==> config.mk <==
export PLATFORM = sky130hd
export DESIGN_NAME = rbfd_queue
export DESIGN_NICKNAME = d
export VERILOG_FILES = /design/src/rtl/rbfd_pkg.sv /design/src/rtl/rbfd_queue.sv
export SDC_FILE = /design/constraint.sdc
export NUM_CORES = 1
export LEC_CHECK = 0
export BUFFER_PORTS_ARGS = -buffer_cell sky130_fd_sc_hd__buf_2
export CELL_PAD_IN_SITES_DETAIL_PLACEMENT = 0
export CELL_PAD_IN_SITES_GLOBAL_PLACEMENT = 1
export CORE_UTILIZATION = 48
export DETAILED_ROUTE_END_ITERATION = 7
export PLACE_DENSITY = 0.87
export SETUP_SLACK_MARGIN = 0.4
export SYNTH_ARGS = -nofsm -noshare
export SYNTH_HDL_FRONTEND = slang
export SYNTH_SLANG_ARGS = --single-unit
==> constraint.sdc <==
create_clock -name clock -period 15.27 [get_ports clock]
set_clock_uncertainty 0.05 [all_clocks]
set_input_delay 1.527 -clock clock [delete_from_list [all_inputs] [get_ports clock]]
set_output_delay 1.527 -clock clock [all_outputs]
set_load 0.005 [all_outputs]
==> src/rtl/rbfd_pkg.sv <==
// ----------------------------------------------------------------------------
// rbfd_pkg
// Shared types and constants for the rgba box filter downscaler.
// ----------------------------------------------------------------------------
package rbfd_pkg;

   // default sizes handed to the top level parameters
   localparam int MAX_WIDTH_DEF  = 4096;
   localparam int MAX_HEIGHT_DEF = 4096;
   localparam int CHANNELS_DEF   = 4;

   // fixed field widths
   localparam int CFG_W  = 13;
   localparam int PIX_W  = 8;
   localparam int SUM_W  = 32;
   localparam int NUM_CH = 4;
   localparam int QDEPTH = 2;

   // configuration register indexes
   typedef enum logic [1:0] {
      CSR_SRC_WIDTH  = 2'd0,
      CSR_SRC_HEIGHT = 2'd1,
      CSR_DST_WIDTH  = 2'd2,
      CSR_DST_HEIGHT = 2'd3
   } csr_index_type;

   // one source pixel
   typedef struct packed {
      logic [PIX_W-1:0] red_in;
      logic [PIX_W-1:0] green_in;
      logic [PIX_W-1:0] blue_in;
      logic [PIX_W-1:0] alpha_in;
   } req_data_type;

   // one destination pixel
   typedef struct packed {
      logic [PIX_W-1:0] red_out;
      logic [PIX_W-1:0] green_out;
      logic [PIX_W-1:0] blue_out;
      logic [PIX_W-1:0] alpha_out;
      logic             frame_end;
   } rsp_data_type;

   // finished band handed from the front end to the divider
   typedef struct packed {
      logic [NUM_CH-1:0][SUM_W-1:0] sums;
      logic [SUM_W-1:0]             count;
      logic                         frame_end;
   } job_type;

endpackage

==> src/rtl/rbfd_queue.sv <==
// ----------------------------------------------------------------------------
// rbfd_queue
// Short queue of finished bands between the front end and the divider.
// ----------------------------------------------------------------------------
module rbfd_queue (
   input  logic              clock,
   input  logic              reset,
   input  logic              q_push,
   input  rbfd_pkg::job_type q_job,
   output logic              q_room,
   output logic              q_valid,
   input  logic              q_pop,
   output rbfd_pkg::job_type q_head
);

   localparam int PW = (rbfd_pkg::QDEPTH > 1) ? $clog2(rbfd_pkg::QDEPTH) : 1;
   localparam int CW = $clog2(rbfd_pkg::QDEPTH + 1);

   rbfd_pkg::job_type slot_ff [rbfd_pkg::QDEPTH];
   logic [PW-1:0] wr_ff, wr_in, rd_ff, rd_in;
   logic [CW-1:0] cnt_ff, cnt_in;
   logic          do_pop;

   assign q_room  = cnt_ff < CW'(rbfd_pkg::QDEPTH);
   assign q_valid = cnt_ff != '0;
   assign q_head  = slot_ff[rd_ff];
   assign do_pop  = q_pop && q_valid;

   // pointer and fill count
   always_comb begin
      wr_in  = wr_ff;
      rd_in  = rd_ff;
      cnt_in = cnt_ff;
      if (q_push) begin
         wr_in = (wr_ff == PW'(rbfd_pkg::QDEPTH - 1)) ? '0 : wr_ff + PW'(1);
      end
      if (do_pop) begin
         rd_in = (rd_ff == PW'(rbfd_pkg::QDEPTH - 1)) ? '0 : rd_ff + PW'(1);
      end
      if (q_push && !do_pop) begin
         cnt_in = cnt_ff + CW'(1);
      end else if (!q_push && do_pop) begin
         cnt_in = cnt_ff - CW'(1);
      end
   end

   always_ff @(posedge clock) begin
      if (reset) begin
         wr_ff  <= '0;
         rd_ff  <= '0;
         cnt_ff <= '0;
      end else begin
         wr_ff  <= wr_in;
         rd_ff  <= rd_in;
         cnt_ff <= cnt_in;
      end
   end

   // storage
   always_ff @(posedge clock) begin
      if (q_push) begin
         slot_ff[wr_ff] <= q_job;
      end
   end

endmodule

==> run_results.csv <==
group,metric,value,unit
run_status,run_status,"finished clean",
global_routing,grtUsageTotal,17.6,%
floorplanning,ios,328,
clocking,cts.repair.resized,0,
sta,max_slew_margin,33.0,%
power_and_ir_drop,p_clk_share,33.4,%
critical_path,path_cells,"buf_4 -> mux2_2 -> buf_2",
critical_path,cpPeakStageDelay,870,ps
floorplanning,fp.dieH,161,um
critical_path,required,13690,ps
placed_design,dp_hpwl,15000,um
floorplanning,start_util,49.5,%
sta,drv_slew,0,
global_routing,grt_first_pass_wirelength,34500,um
synthesis,synth.avg_cell_area,23.3,sq um
clocking,cts_buffers,35,
sta,fmax,0.227,GHz
power_and_ir_drop,irDropWorstVdd,0.110,mV
critical_path,critPathBufInv,2,
sta,layout_min_cycle_time,4410,ps
hold_path,hold_class,"register to register",
placed_design,dp.cells,1163,
power_and_ir_drop,p_int,1.82,mW
sta,fin_crit_sh,28.9,%
power_and_ir_drop,p_per_area,156,nW/um^2
sta,setup_tns,0,ps
global_routing,grt_pass1_vias,6416,
critical_path,crit_path_end_kind,"output port",
power_and_ir_drop,p_seq_share,45.9,%
synthesis,netlist-cell-type-count,17,
placed_design,io_buffers,327,
clocking,cts.sinks,327,
synthesis,seq_area_frac_synth,80.2,%
clocking,cts-hold-fix-buffers,0,
clocking,clk_latency,490,ps
global_routing,grt_max_degree,66,
cells_and_area,syn_to_final_growth,25.1,%
global_routing,grt_remaining_overflow,0,
power_and_ir_drop,combPwrFrac,20.6,%
sta,worst_pin_slew,1000,ps
floorplanning,rows,57,
sta,hold_viol,0,
clocking,clkTransAtPathRegs,60,ps
floorplanning,core_area,24600,sq um
sta,rsz0062_at_grt,"false",
cells_and_area,drive_above_1_share,60.8,%
sta,setup_ws,10860,ps
global_routing,use_met1,21.3,%
global_routing,grtUsageMet3,4.24,%
cells_and_area,fillerInstances,1811,
power_and_ir_drop,power.switching,0.561,mW
critical_path,slowest_stage,"buf_4",
run,max_cap_viol_count,0,
critical_path,critPathKind,"register to output port",
floorplanning,floorplan.die.width,161,um
critical_path,critical-path-top-delay-family,"buffers and inverters",
clocking,clk_path_buf_depth,3,
power_and_ir_drop,switching_share,23.5,%
critical_path,critical_path_arrival,2830,ps
synthesis,synth_seq_cells,327,
critical_path,critPathLaunchType,"register",
clocking,ctsRootBufferMaster,"clkbuf_16",
sta,setup_viol_count_final,0,
synthesis,ys_warn_count,0,
critical_path,worstPathMaxFanout,65,
clocking,htree_levels,2,
synthesis,synth_fp_nets,689,
routing,drt-initial-drc-count,353,
synthesis,synthesis.area,12200,sq um
clocking,cts_tree,"done",
power_and_ir_drop,power.total,2.38,mW
routing,num_vias,6095,
synthesis,synthCells,523,
routing,drt_pass1_iterations,4,
global_routing,top_usage_layer,"met2",
floorplanning,die_area,26000,sq um
global_routing,antenna_found_initial,7,
routing,drc,0,
cells_and_area,stdcell_count,1228,
placed_design,gp_congestion,0.749,
cells_and_area,nNetsFinal,1042,
routing,viasPerCell,4.96,
global_routing,met2_usage,30.0,%
critical_path,r2r_slack,12950,ps
power_and_ir_drop,leakagePower,5.88,nW
routing,wl,23200,um
routing,routedWlPerCell,18.9,um
placed_design,place_ws,11290,ps
cells_and_area,fin_util,61.9,%
routing,final_antenna_net_count,0,
clocking,post_cts_buffers,0,
worst min-delay path, stage by stage, from the launching register on:
cell and delay, ps:
dfxtp_1 330, xor2_1 80, nor2_1 70
layer usage:
| metal | wire length, um | up-vias | share of wire, % |
|---|---|---|---|
| li1 | - | 2796 | - |
| met1 | 9110 | 2966 | 39 |
| met2 | 11600 | 277 | 50 |
| met3 | 1740 | 54 | 7.5 |
| met4 | 669 | 2 | 2.9 |
| met5 | 10 | - | 0.043 |
per-stage QoR:
step                hold slack, ps  area [sq um]
floorplan                      420         12200
global placement               436         14100
detailed placement             448         14100
CTS                            466         15200
global route                   483         15200
finish                         459         15200
final timing paths:
check	start	endpoint	depth (start not counted)
max	register	q_head[134]	3
min	rd_ff	rd_ff	2
max reg2reg	wr_ff	slot_ff[1][4]	2
min reg2reg	rd_ff	rd_ff	2
Yosys cell counts, drive strengths merged:
master / number / area, sq um
a21oi: 1 / 5.00
and2: 1 / 6.26
buf: 18 / 159
dfxtp: 5 / 100
edfxtp: 322 / 9670
ha: 1 / 12.5
inv: 1 / 3.75
mux2: 161 / 2150
nor2: 4 / 15.0
nor2b: 1 / 6.26
o21ai: 2 / 10.0
or2: 1 / 6.26
or3: 1 / 6.26
xnor2: 1 / 8.76
xor2: 3 / 26.3
power groups by stage:
stage	registers [mW]	logic (mW)	clock network, mW
final	1.09	0.492	0.797
after global routing	1.10	0.528	0.851
after CTS	1.10	0.500	0.817
after detailed placement	1.11	0.496	0
after global placement	1.11	0.488	0
after floorplan	1.09	0.349	0
sequential cells by signal, indices dropped and copies added (netlist names), named ones only:
signal   cells
rd_ff        1
cnt_ff       2
slot_ff    322
wr_ff        1
cells in the final DEF (no fill, tap or decap), drive strengths merged, types with 3 or more instances in the layout:
cell type	netlist	layout
buf	18	334
bufinv	0	3
clkbuf	0	43
clkinv	0	11
dfxtp	5	5
diode	0	6
edfxtp	322	322
mux2	161	161
nor2	4	4
xor2	3	3
cell families (layout without fill, tap and decap cells):
group / count (synthesis) / after routing / synth area share, %
buffers and inverters: 19 / 394 / 1.33
AO/OA/AOI/OAI: 3 / 3 / 0.123
XOR/XNOR: 4 / 4 / 0.288
other: 0 / 6 / 0
AND/OR/NAND/NOR: 8 / 8 / 0.329
flip-flops: 327 / 327 / 80.2
multiplexers: 161 / 161 / 17.7
adder cells (fa/ha/maj): 1 / 1 / 0.103
cell type report:
cell class | instances | area [sq um] | area share, %
inverters | 1 | 3.75 | 0.0246
clock buffers | 43 | 936 | 6.14
well taps | 324 | 405 | 2.66
flip-flops and latches | 327 | 9770 | 64.1
multi-input cells | 177 | 2260 | 14.9
clock inverters | 16 | 153 | 1.00
repair buffers | 334 | 1690 | 11.1
diodes | 6 | 15.0 | 0.0985
Note: power is estimated with default switching activity, not from simulation.
