File: src/rtl/rbfd_pkg.sv
// ----------------------------------------------------------------------------
// rbfd_pkg
// Shared types and constants for the rgba box filter downscaler.
// ----------------------------------------------------------------------------
package rbfd_pkg;

   // default sizes handed to the top level parameters
   localparam int MAX_WIDTH_DEF  = 4096;
   localparam int MAX_HEIGHT_DEF = 4096;
   localparam int CHANNELS_DEF   = 4;

   // fixed field widths
   localparam int CFG_W  = 13;
   localparam int PIX_W  = 8;
   localparam int SUM_W  = 32;
   localparam int NUM_CH = 4;
   localparam int QDEPTH = 2;

   // configuration register indexes
   typedef enum logic [1:0] {
      CSR_SRC_WIDTH  = 2'd0,
      CSR_SRC_HEIGHT = 2'd1,
      CSR_DST_WIDTH  = 2'd2,
      CSR_DST_HEIGHT = 2'd3
   } csr_index_type;

   // one source pixel
   typedef struct packed {
      logic [PIX_W-1:0] red_in;
      logic [PIX_W-1:0] green_in;
      logic [PIX_W-1:0] blue_in;
      logic [PIX_W-1:0] alpha_in;
   } req_data_type;

   // one destination pixel
   typedef struct packed {
      logic [PIX_W-1:0] red_out;
      logic [PIX_W-1:0] green_out;
      logic [PIX_W-1:0] blue_out;
      logic [PIX_W-1:0] alpha_out;
      logic             frame_end;
   } rsp_data_type;

   // finished band handed from the front end to the divider
   typedef struct packed {
      logic [NUM_CH-1:0][SUM_W-1:0] sums;
      logic [SUM_W-1:0]             count;
      logic                         frame_end;
   } job_type;

endpackage

File: src/rtl/rbfd_back.sv
// ----------------------------------------------------------------------------
// rbfd_back
// Bit-serial divider of the four channel sums and the result register.
// ----------------------------------------------------------------------------
module rbfd_back (
   input  logic                   clock,
   input  logic                   reset,
   input  logic                   q_valid,
   input  rbfd_pkg::job_type      q_head,
   output logic                   q_pop,
   output logic                   rsp_empty,
   input  logic                   rsp_pop,
   output rbfd_pkg::rsp_data_type rsp_data
);

   localparam int SW = rbfd_pkg::SUM_W;
   localparam int NC = rbfd_pkg::NUM_CH;
   localparam int KW = $clog2(SW);

   typedef enum logic [2:0] {
      B_IDLE = 3'b001,
      B_RUN  = 3'b010,
      B_HOLD = 3'b100
   } bstate_type;

   bstate_type state_ff, state_in;
   logic [KW-1:0] step_ff, step_in;
   logic [NC-1:0][SW-1:0] num_ff, num_in, rem_ff, rem_in;
   logic [SW-1:0] den_ff, den_in;
   logic          fend_ff, fend_in;
   logic          valid_ff, valid_in;
   rbfd_pkg::rsp_data_type out_ff, out_in;
   logic [SW:0]   shifted [NC];
   logic          load_out;

   assign rsp_empty = !valid_ff;
   assign rsp_data  = out_ff;
   assign q_pop     = (state_ff == B_IDLE) && q_valid;
   assign load_out  = (state_ff == B_HOLD) && (!valid_ff || rsp_pop);

   // one quotient bit per channel each cycle
   always_comb begin
      for (int c = 0; c < NC; c++) begin
         shifted[c] = {rem_ff[c], num_ff[c][SW-1]};
      end
   end

   always_comb begin
      state_in = state_ff;
      step_in  = step_ff;
      num_in   = num_ff;
      rem_in   = rem_ff;
      den_in   = den_ff;
      fend_in  = fend_ff;
      valid_in = valid_ff;
      out_in   = out_ff;

      if (rsp_pop && valid_ff) begin
         valid_in = 1'b0;
      end

      case (state_ff)
         B_IDLE: begin
            if (q_valid) begin
               state_in = B_RUN;
               step_in  = '0;
               num_in   = q_head.sums;
               rem_in   = '0;
               den_in   = q_head.count;
               fend_in  = q_head.frame_end;
            end
         end
         B_RUN: begin
            for (int c = 0; c < NC; c++) begin
               if (shifted[c] >= {1'b0, den_ff}) begin
                  rem_in[c] = SW'(shifted[c] - {1'b0, den_ff});
                  num_in[c] = {num_ff[c][SW-2:0], 1'b1};
               end else begin
                  rem_in[c] = SW'(shifted[c]);
                  num_in[c] = {num_ff[c][SW-2:0], 1'b0};
               end
            end
            step_in = step_ff + KW'(1);
            if (step_ff == KW'(SW - 1)) begin
               state_in = B_HOLD;
            end
         end
         B_HOLD: begin
            if (load_out) begin
               state_in         = B_IDLE;
               valid_in         = 1'b1;
               out_in.red_out   = num_ff[0][rbfd_pkg::PIX_W-1:0];
               out_in.green_out = num_ff[1][rbfd_pkg::PIX_W-1:0];
               out_in.blue_out  = num_ff[2][rbfd_pkg::PIX_W-1:0];
               out_in.alpha_out = num_ff[3][rbfd_pkg::PIX_W-1:0];
               out_in.frame_end = fend_ff;
            end
         end
         default: begin
            state_in = B_IDLE;
         end
      endcase
   end

   always_ff @(posedge clock) begin
      if (reset) begin
         state_ff <= B_IDLE;
         valid_ff <= 1'b0;
      end else begin
         state_ff <= state_in;
         valid_ff <= valid_in;
      end
   end

   always_ff @(posedge clock) begin
      step_ff <= step_in;
      num_ff  <= num_in;
      rem_ff  <= rem_in;
      den_ff  <= den_in;
      fend_ff <= fend_in;
      out_ff  <= out_in;
   end

endmodule

File: config.mk
export PLATFORM = sky130hd
export DESIGN_NAME = rbfd_back
export DESIGN_NICKNAME = d
export VERILOG_FILES = /design/src/rtl/rbfd_pkg.sv /design/src/rtl/rbfd_back.sv
export SDC_FILE = /design/constraint.sdc
export NUM_CORES = 1
export LEC_CHECK = 0
export BUFFER_PORTS_ARGS = -buffer_cell sky130_fd_sc_hd__buf_4
export CAP_MARGIN = 20
export CORE_UTILIZATION = 55
export CTS_CLUSTER_SIZE = 24
export DETAILED_ROUTE_END_ITERATION = 8
export GPL_ROUTABILITY_DRIVEN = 0
export PLACE_DENSITY_LB_ADDON = 0.05
export SETUP_SLACK_MARGIN = 0.3
export SLEW_MARGIN = 20
export SYNTH_ARGS = -nofsm -noshare
export SYNTH_HDL_FRONTEND = slang
export SYNTH_SLANG_ARGS = --single-unit
export TNS_END_PERCENT = 20
File: constraint.sdc
create_clock -name clock -period 7.3 [get_ports clock]
set_clock_uncertainty 0.1 [all_clocks]
set_input_delay 1.46 -clock clock [delete_from_list [all_inputs] [get_ports clock]]
set_output_delay 1.46 -clock clock [all_outputs]
set_load 0.05 [all_outputs]
==> results of run 1 <==
-- worst max-delay path, delay by kind of cell --
family	cells	cell delay, ns
buffers and inverters	3	0.79
and+or+nand+nor	2	0.68
-- layout make-up --
class                      count  share of cell area (%)
timing repair buffer         213                    6.97
clock buffer                  47                    4.31
inverter                      72                    1.16
tap                          468                    2.51
multi-input combinational   1617                    42.0
sequential                   331                    42.5
clock inverter                19                   0.569
-- path summary, 6_finish.rpt --
| kind | endpoint | cells past startpoint | start | slack [ns] |
|---|---|---|---|---|
| worst min register to register | rsp_data[0]$_DFFE_PP_ | 0 | fend_ff$_DFFE_PP_ | 0.33 |
| worst max register to register | rem_ff[72]$_SDFFCE_PN0P_ | 11 | den_ff[15]$_DFFE_PP_ | 3.12 |
| worst min-delay path | rsp_data[0]$_DFFE_PP_ | 0 | fend_ff$_DFFE_PP_ | 0.33 |
| worst max-delay path | q_pop | 5 | q_valid | 2.80 |
-- metrics by stage --
step / total power, uW / cell area, um2
6_report: 5360 / 23300
5_1_grt: 5600 / 23300
4_1_cts: 5380 / 23300
3_5_place_dp: 3580 / 22200
3_3_place_gp: 3550 / 22200
2_1_floorplan: 3270 / 20400
-- synthesized netlist by cell type, types with 5 or more instances --
master / number
nor2_1: 143
or4_1: 8
buf_1: 5
inv_1: 72
and2_1: 12
buf_4: 7
o2111ai_1: 5
o21bai_1: 12
nor2b_1: 15
a31o_2: 5
o21ai_0: 72
buf_2: 5
nor3b_1: 5
nor4_1: 5
edfxtp_1: 327
nor3_1: 23
o211ai_1: 9
nand2_1: 530
and3_1: 13
or3_1: 10
mux2i_1: 47
xor2_1: 38
a21o_1: 61
nand2b_1: 13
nand4_1: 29
ha_1: 130
clkbuf_1: 70
a31oi_1: 20
o21a_1: 22
nand3_1: 53
o31ai_1: 11
xnor2_1: 56
a211oi_1: 32
a21oi_1: 154
or2_2: 7
-- routing by layer --
layer  wire, um  part of all wire [%]
met5         13                 0.025
met1      22900                    44
met4       1400                   2.7
met3       4090                   7.8
met2      23800                    46
-- logic make-up (layout without fill, tap and decap cells) --
kind of cell	count (synthesis)	count (layout)	synth area share, %
AOI/OAI and AO/OA	452	452	14.3
xor gates and xnor gates	94	94	4.04
adders and majority gates	134	134	8.38
buffers and inverters	166	351	3.42
DFF	331	331	48.6
muxes	47	47	2.31
and+or+nand+nor	890	890	19.0
-- flip-flops by register name, summed over array words and instances (netlist names) --
register,cells
den_ff,32
fend_ff,1
num_ff,128
rem_ff,128
rsp_data,33
state_ff,3
step_ff,5
valid_ff,1
-- power groups by stage --
stage	combinational, uW	clock [uW]	sequential, uW
2_1_floorplan	917	0	2350
3_3_place_gp	1200	0	2350
3_5_place_dp	1220	0	2360
4_1_cts	1230	1830	2320
5_1_grt	1370	1900	2330
6_report	1240	1800	2320
==> flow_metrics.py, run 1 <==
metrics = {
    "logic_synthesis": {
        "synth_top_cell_area_share_pct": 48.2,
        "synthDistinctLibCells": 79,
        "postSynthCellCount": 2114,
        "synth.area.top_cells": "edfxtp_1, nand2_1, ha_1",
        "ys.flop_type": "edfxtp_1",
        "yosysWarnings": 0,
        "synth_top_cell_by_area": "edfxtp_1",
        "syn_nets": 2413,
        "async_reset_ff_share_pct": 0,
        "synth-seq-cells": 331,
        "synth_edf_count": 327,
        "avgSynthCellArea_um2": 9.63,
        "seq_area_frac_synth_pct": 48.6,
        "synthesis.area_um2": 20400,
    },
    "timing": {
        "worstMarginPinSlew_ns": 1.06,
        "setup_tns_ns": 0,
        "clock.fmax_mhz": 222,
        "setup_ws_ns": 2.80,
        "hold_ws_ns": 0.331,
        "setup_viol": 0,
        "maxSlewHeadroom_pct": 29.1,
        "period_minus_slack_ns": 4.50,
        "hold_viol": 0,
        "grt_setup_unrepaired": "no",
        "slew_viol_final": 0,
        "min_period_over_period_pct": 61.7,
    },
    "clock_tree": {
        "htreeDepth": 2,
        "clockBufferDepth": 3,
        "cts_hold_buf": 0,
        "cts_tree": "yes",
        "cts_setup_buffers": 0,
        "cts_buffers": 39,
        "cts-resized-gates": 0,
        "cts.sinks": 331,
        "cts_root_buffer": "clkbuf_16",
        "clk_pin_slew_ns": 0.06,
        "clkLatencyLatePin_ns": 0.56,
    },
    "finish": {
        "drive_gt1_share_pct": 12.7,
        "final_cell_mix": "nand2_1, edfxtp_1, buf_4",
        "multi_input_area_um2": 9800,
        "final_nets": 2573,
        "area_delta_synth_final_pct": 14.5,
        "fillCellCount": 3046,
        "ff_latch_area_um2": 9900,
        "utilization_pct": 63.8,
        "final_cells": 2767,
        "final_common_cell": "nand2_1",
        "antennaDiodeCount": 0,
    },
    "power_and_ir_drop": {
        "powerDensity_nw_per_um2": 230,
        "p_leak_uw": 0.00997,
        "comb_power_share_pct": 23.1,
        "power.clock.fraction_pct": 33.6,
        "switching_power_uw": 1590,
        "internal-power_uw": 3770,
        "seqPwrFrac_pct": 43.3,
        "switching_share_pct": 29.7,
        "vdd_drop_max_uv": 209,
    },
    "global_routing": {
        "busiest_layer": "met2",
        "grt_max_degree": 94,
        "grtUsageMet3_pct": 7.17,
        "met2_usage_pct": 44.2,
        "antenna_found_initial": 1,
        "grt_pass1_vias": 15679,
        "grt_pass1_wl_mm": 83.6,
        "use_met1_pct": 37.2,
        "grt_usage_pct": 27.9,
        "grt-ovfl-total": 0,
    },
    "placement": {
        "pre_cts_ws_ns": 2.75,
        "dp_hpwl_mm": 37.0,
        "port_buffers": 199,
        "dpl.cell_count": 2701,
    },
    "min_path": {
        "hp-class": "reg -> reg",
    },
    "drt": {
        "vias": 16120,
        "viasPerCell": 5.83,
        "wl_mm": 52.3,
        "drc": 0,
        "dr.pass1.iters": 5,
        "drtAntennaViolNets": 0,
        "first_iter_violations": 1122,
        "wl_per_cell_um": 18.9,
    },
    "worst_setup_path": {
        "crit_arrival_ns": 2.94,
        "cp.required_ns": 5.74,
        "start_kind": "input port",
        "cp-end-kind": "output pin",
        "slowest_stage": "nor3_4",
        "cp_cell_sequence": "buf_4, nand2_1, nor3_4, buf_4, buf_4",
        "cp_max_fo": 21,
        "max_stage_delay_ns": 0.61,
        "crit_path_frequent_cell": "buf_4",
        "path_class": "in -> out",
    },
    "floorplan": {
        "io_pins": 200,
        "die_area_um2": 37800,
        "row_count": 70,
        "dieWidth_um": 194,
        "die_h_um": 194,
        "start_util_pct": 55.8,
        "core_um2": 36500,
    },
    "run": {
        "max_cap_viol_count": 0,
    },
    "run_status": {
        "status": "complete, no violations",
    },
}
Note: power is estimated with default switching activity, not from simulation.
==> run 2, diff against run 1 <==
--- a/config.mk
+++ b/config.mk
@@ -7,7 +7,7 @@
 export LEC_CHECK = 0
 export BUFFER_PORTS_ARGS = -buffer_cell sky130_fd_sc_hd__buf_4
 export CAP_MARGIN = 20
-export CORE_UTILIZATION = 55
+export CORE_UTILIZATION = 60
 export CTS_CLUSTER_SIZE = 24
 export DETAILED_ROUTE_END_ITERATION = 8
 export GPL_ROUTABILITY_DRIVEN = 0
==> constraint.sdc (replaced) <==
create_clock -name clock -period 4.2 [get_ports clock]
set_clock_uncertainty 0.1 [all_clocks]
set_input_delay 0.84 -clock clock [delete_from_list [all_inputs] [get_ports clock]]
set_output_delay 0.84 -clock clock [all_outputs]
set_load 0.05 [all_outputs]
==> run 2 against run 1 <==
Worst hold slack lost 0.0093 ns. Largest power group unchanged. Sequential share of layout area shrank 0.32 points. Register-to-register slack worse by 2.7 ns. Sequential power up 74%. Routed wire length down 0.51%. Clock-buffer cell count unchanged. Total power is 75% higher. Critical path depth up 6. Via count up 3.0%. Worst setup slack got worse by 2.4 ns. Cell count unchanged.
==> flow_metrics.py, run 2 (synthesized netlist as in run 1, its figures left out) <==
metrics = {
    "run_status": {
        "status": "complete, no violations",
    },
    "timing": {
        "hold_viol": 0,
        "slew_viol_final": 0,
        "grt_setup_unrepaired": "yes",
        "maxSlewHeadroom_pct": 38.9,
        "worstMarginPinSlew_ns": 0.916,
        "setup_ws_ns": 0.428,
        "setup_viol": 0,
        "min_period_over_period_pct": 89.8,
        "period_minus_slack_ns": 3.77,
        "clock.fmax_mhz": 265,
        "hold_ws_ns": 0.322,
    },
    "worst_setup_path": {
        "cp_cell_sequence": "inv_1, ha_1, nand3_1, nor3_1, a21boi_0, o211ai_1, a31oi_1, o21ai_0, and2_1, or4_1, nand3_1",
        "start_kind": "flip-flop",
        "cp_max_fo": 13,
        "path_class": "reg -> reg",
        "r2r_slack_ns": 0.43,
        "max_stage_delay_ns": 0.58,
        "slowest_stage": "a21boi_0",
        "crit_arrival_ns": 4.10,
        "cp-end-kind": "flip-flop",
        "cpLargestDelayFamily": "simple AND/OR/NAND/NOR gates",
        "crit_path_frequent_cell": "nand3_1",
        "cp.required_ns": 4.53,
        "path_buf_inv": 1,
    },
    "finish": {
        "final_nets": 2589,
        "final_cell_mix": "nand2_1, edfxtp_1, buf_4",
        "final_common_cell": "nand2_1",
        "antennaDiodeCount": 0,
        "drive_gt1_share_pct": 13.5,
        "area_delta_synth_final_pct": 15.3,
        "utilization_pct": 70.2,
    },
    "drt": {
        "vias": 16598,
        "viasPerCell": 6.00,
        "dr.pass1.iters": 5,
        "drc": 0,
        "first_iter_violations": 1298,
        "wl_mm": 52.0,
        "wl_per_cell_um": 18.8,
        "drtAntennaViolNets": 0,
    },
    "global_routing": {
        "grt_usage_pct": 30.4,
        "grt_pass1_vias": 15999,
        "grt_pass1_wl_mm": 81.9,
        "antenna_found_initial": 0,
        "grt-ovfl-total": 0,
        "grt_max_degree": 129,
    },
    "clock_tree": {
        "cts_root_buffer": "clkbuf_16",
        "htreeDepth": 2,
        "cts_buffers": 38,
        "clockBufferDepth": 3,
        "clkLatencyLatePin_ns": 0.56,
        "clk_pin_slew_ns": 0.06,
        "cts.sinks": 331,
        "cts_tree": "yes",
    },
    "placement": {
        "pre_cts_ws_ns": 0.309,
        "dp_hpwl_mm": 36.8,
        "port_buffers": 199,
    },
    "floorplan": {
        "io_pins": 200,
        "dieWidth_um": 186,
        "die_h_um": 186,
        "start_util_pct": 60.9,
        "die_area_um2": 34700,
        "core_um2": 33400,
        "row_count": 67,
    },
    "min_path": {
        "hp-class": "reg -> reg",
    },
    "power_and_ir_drop": {
        "p_leak_uw": 0.0101,
        "powerDensity_nw_per_um2": 398,
        "vdd_drop_max_uv": 328,
    },
    "run": {
        "max_cap_viol_count": 0,
    },
}
run 2: path summary, 6_finish.rpt:
check,from,endpoint,depth (start not counted)
min,fend_ff$_DFFE_PP_,rsp_data[0]$_DFFE_PP_,0
min reg2reg,fend_ff$_DFFE_PP_,rsp_data[0]$_DFFE_PP_,0
max,den_ff[7]$_DFFE_PP_,rem_ff[125]$_SDFFCE_PN0P_,11
max reg2reg,den_ff[7]$_DFFE_PP_,rem_ff[125]$_SDFFCE_PN0P_,11
run 2: layout make-up:
type                            instances  area [um2]
Sequential cell                       331        9900
Fill cell                            2518        9960
Clock buffer                           47         985
Clock inverter                         22         151
Timing Repair Buffer                  230        1820
Multi-Input combinational cell       1617        9810
Inverter                               72         270
Tap cell                              448         561
run 2: through the flow:
| step | area (um2) | cells | setup TNS (ns) | power [uW] |
|---|---|---|---|---|
| after floorplan | 20400 | 2114 | -478.61 | 5680 |
| after global placement | 22300 | 2696 | 0 | 6210 |
| after detailed placement | 22300 | 2696 | 0 | 6260 |
| after CTS | 23500 | 2767 | 0 | 9370 |
| after global routing | 23500 | 2767 | 0 | 9750 |
| final | 23500 | 2767 | 0 | 9350 |
run 2: power by group:
part	switching (uW)	internal, uW
registers	110	3920
clock network	1370	1740
logic	1310	903
run 2: layer usage:
layer,track usage [%],vias to the layer above,wire (um)
met1,38.5,7936,21500
met4,14.7,0,2250
met2,49.7,582,24300
met5,0,-,0
li1,-,7958,-
met3,6.33,122,3930
run 2: what timing repair did:
item	4_1_cts	5_1_grt
setup buffers	2	0
cloned	0	0
hold buffers	0	0
resized for setup	0	2
endpoints found under the setup margin	2	21
pin swaps	1	0
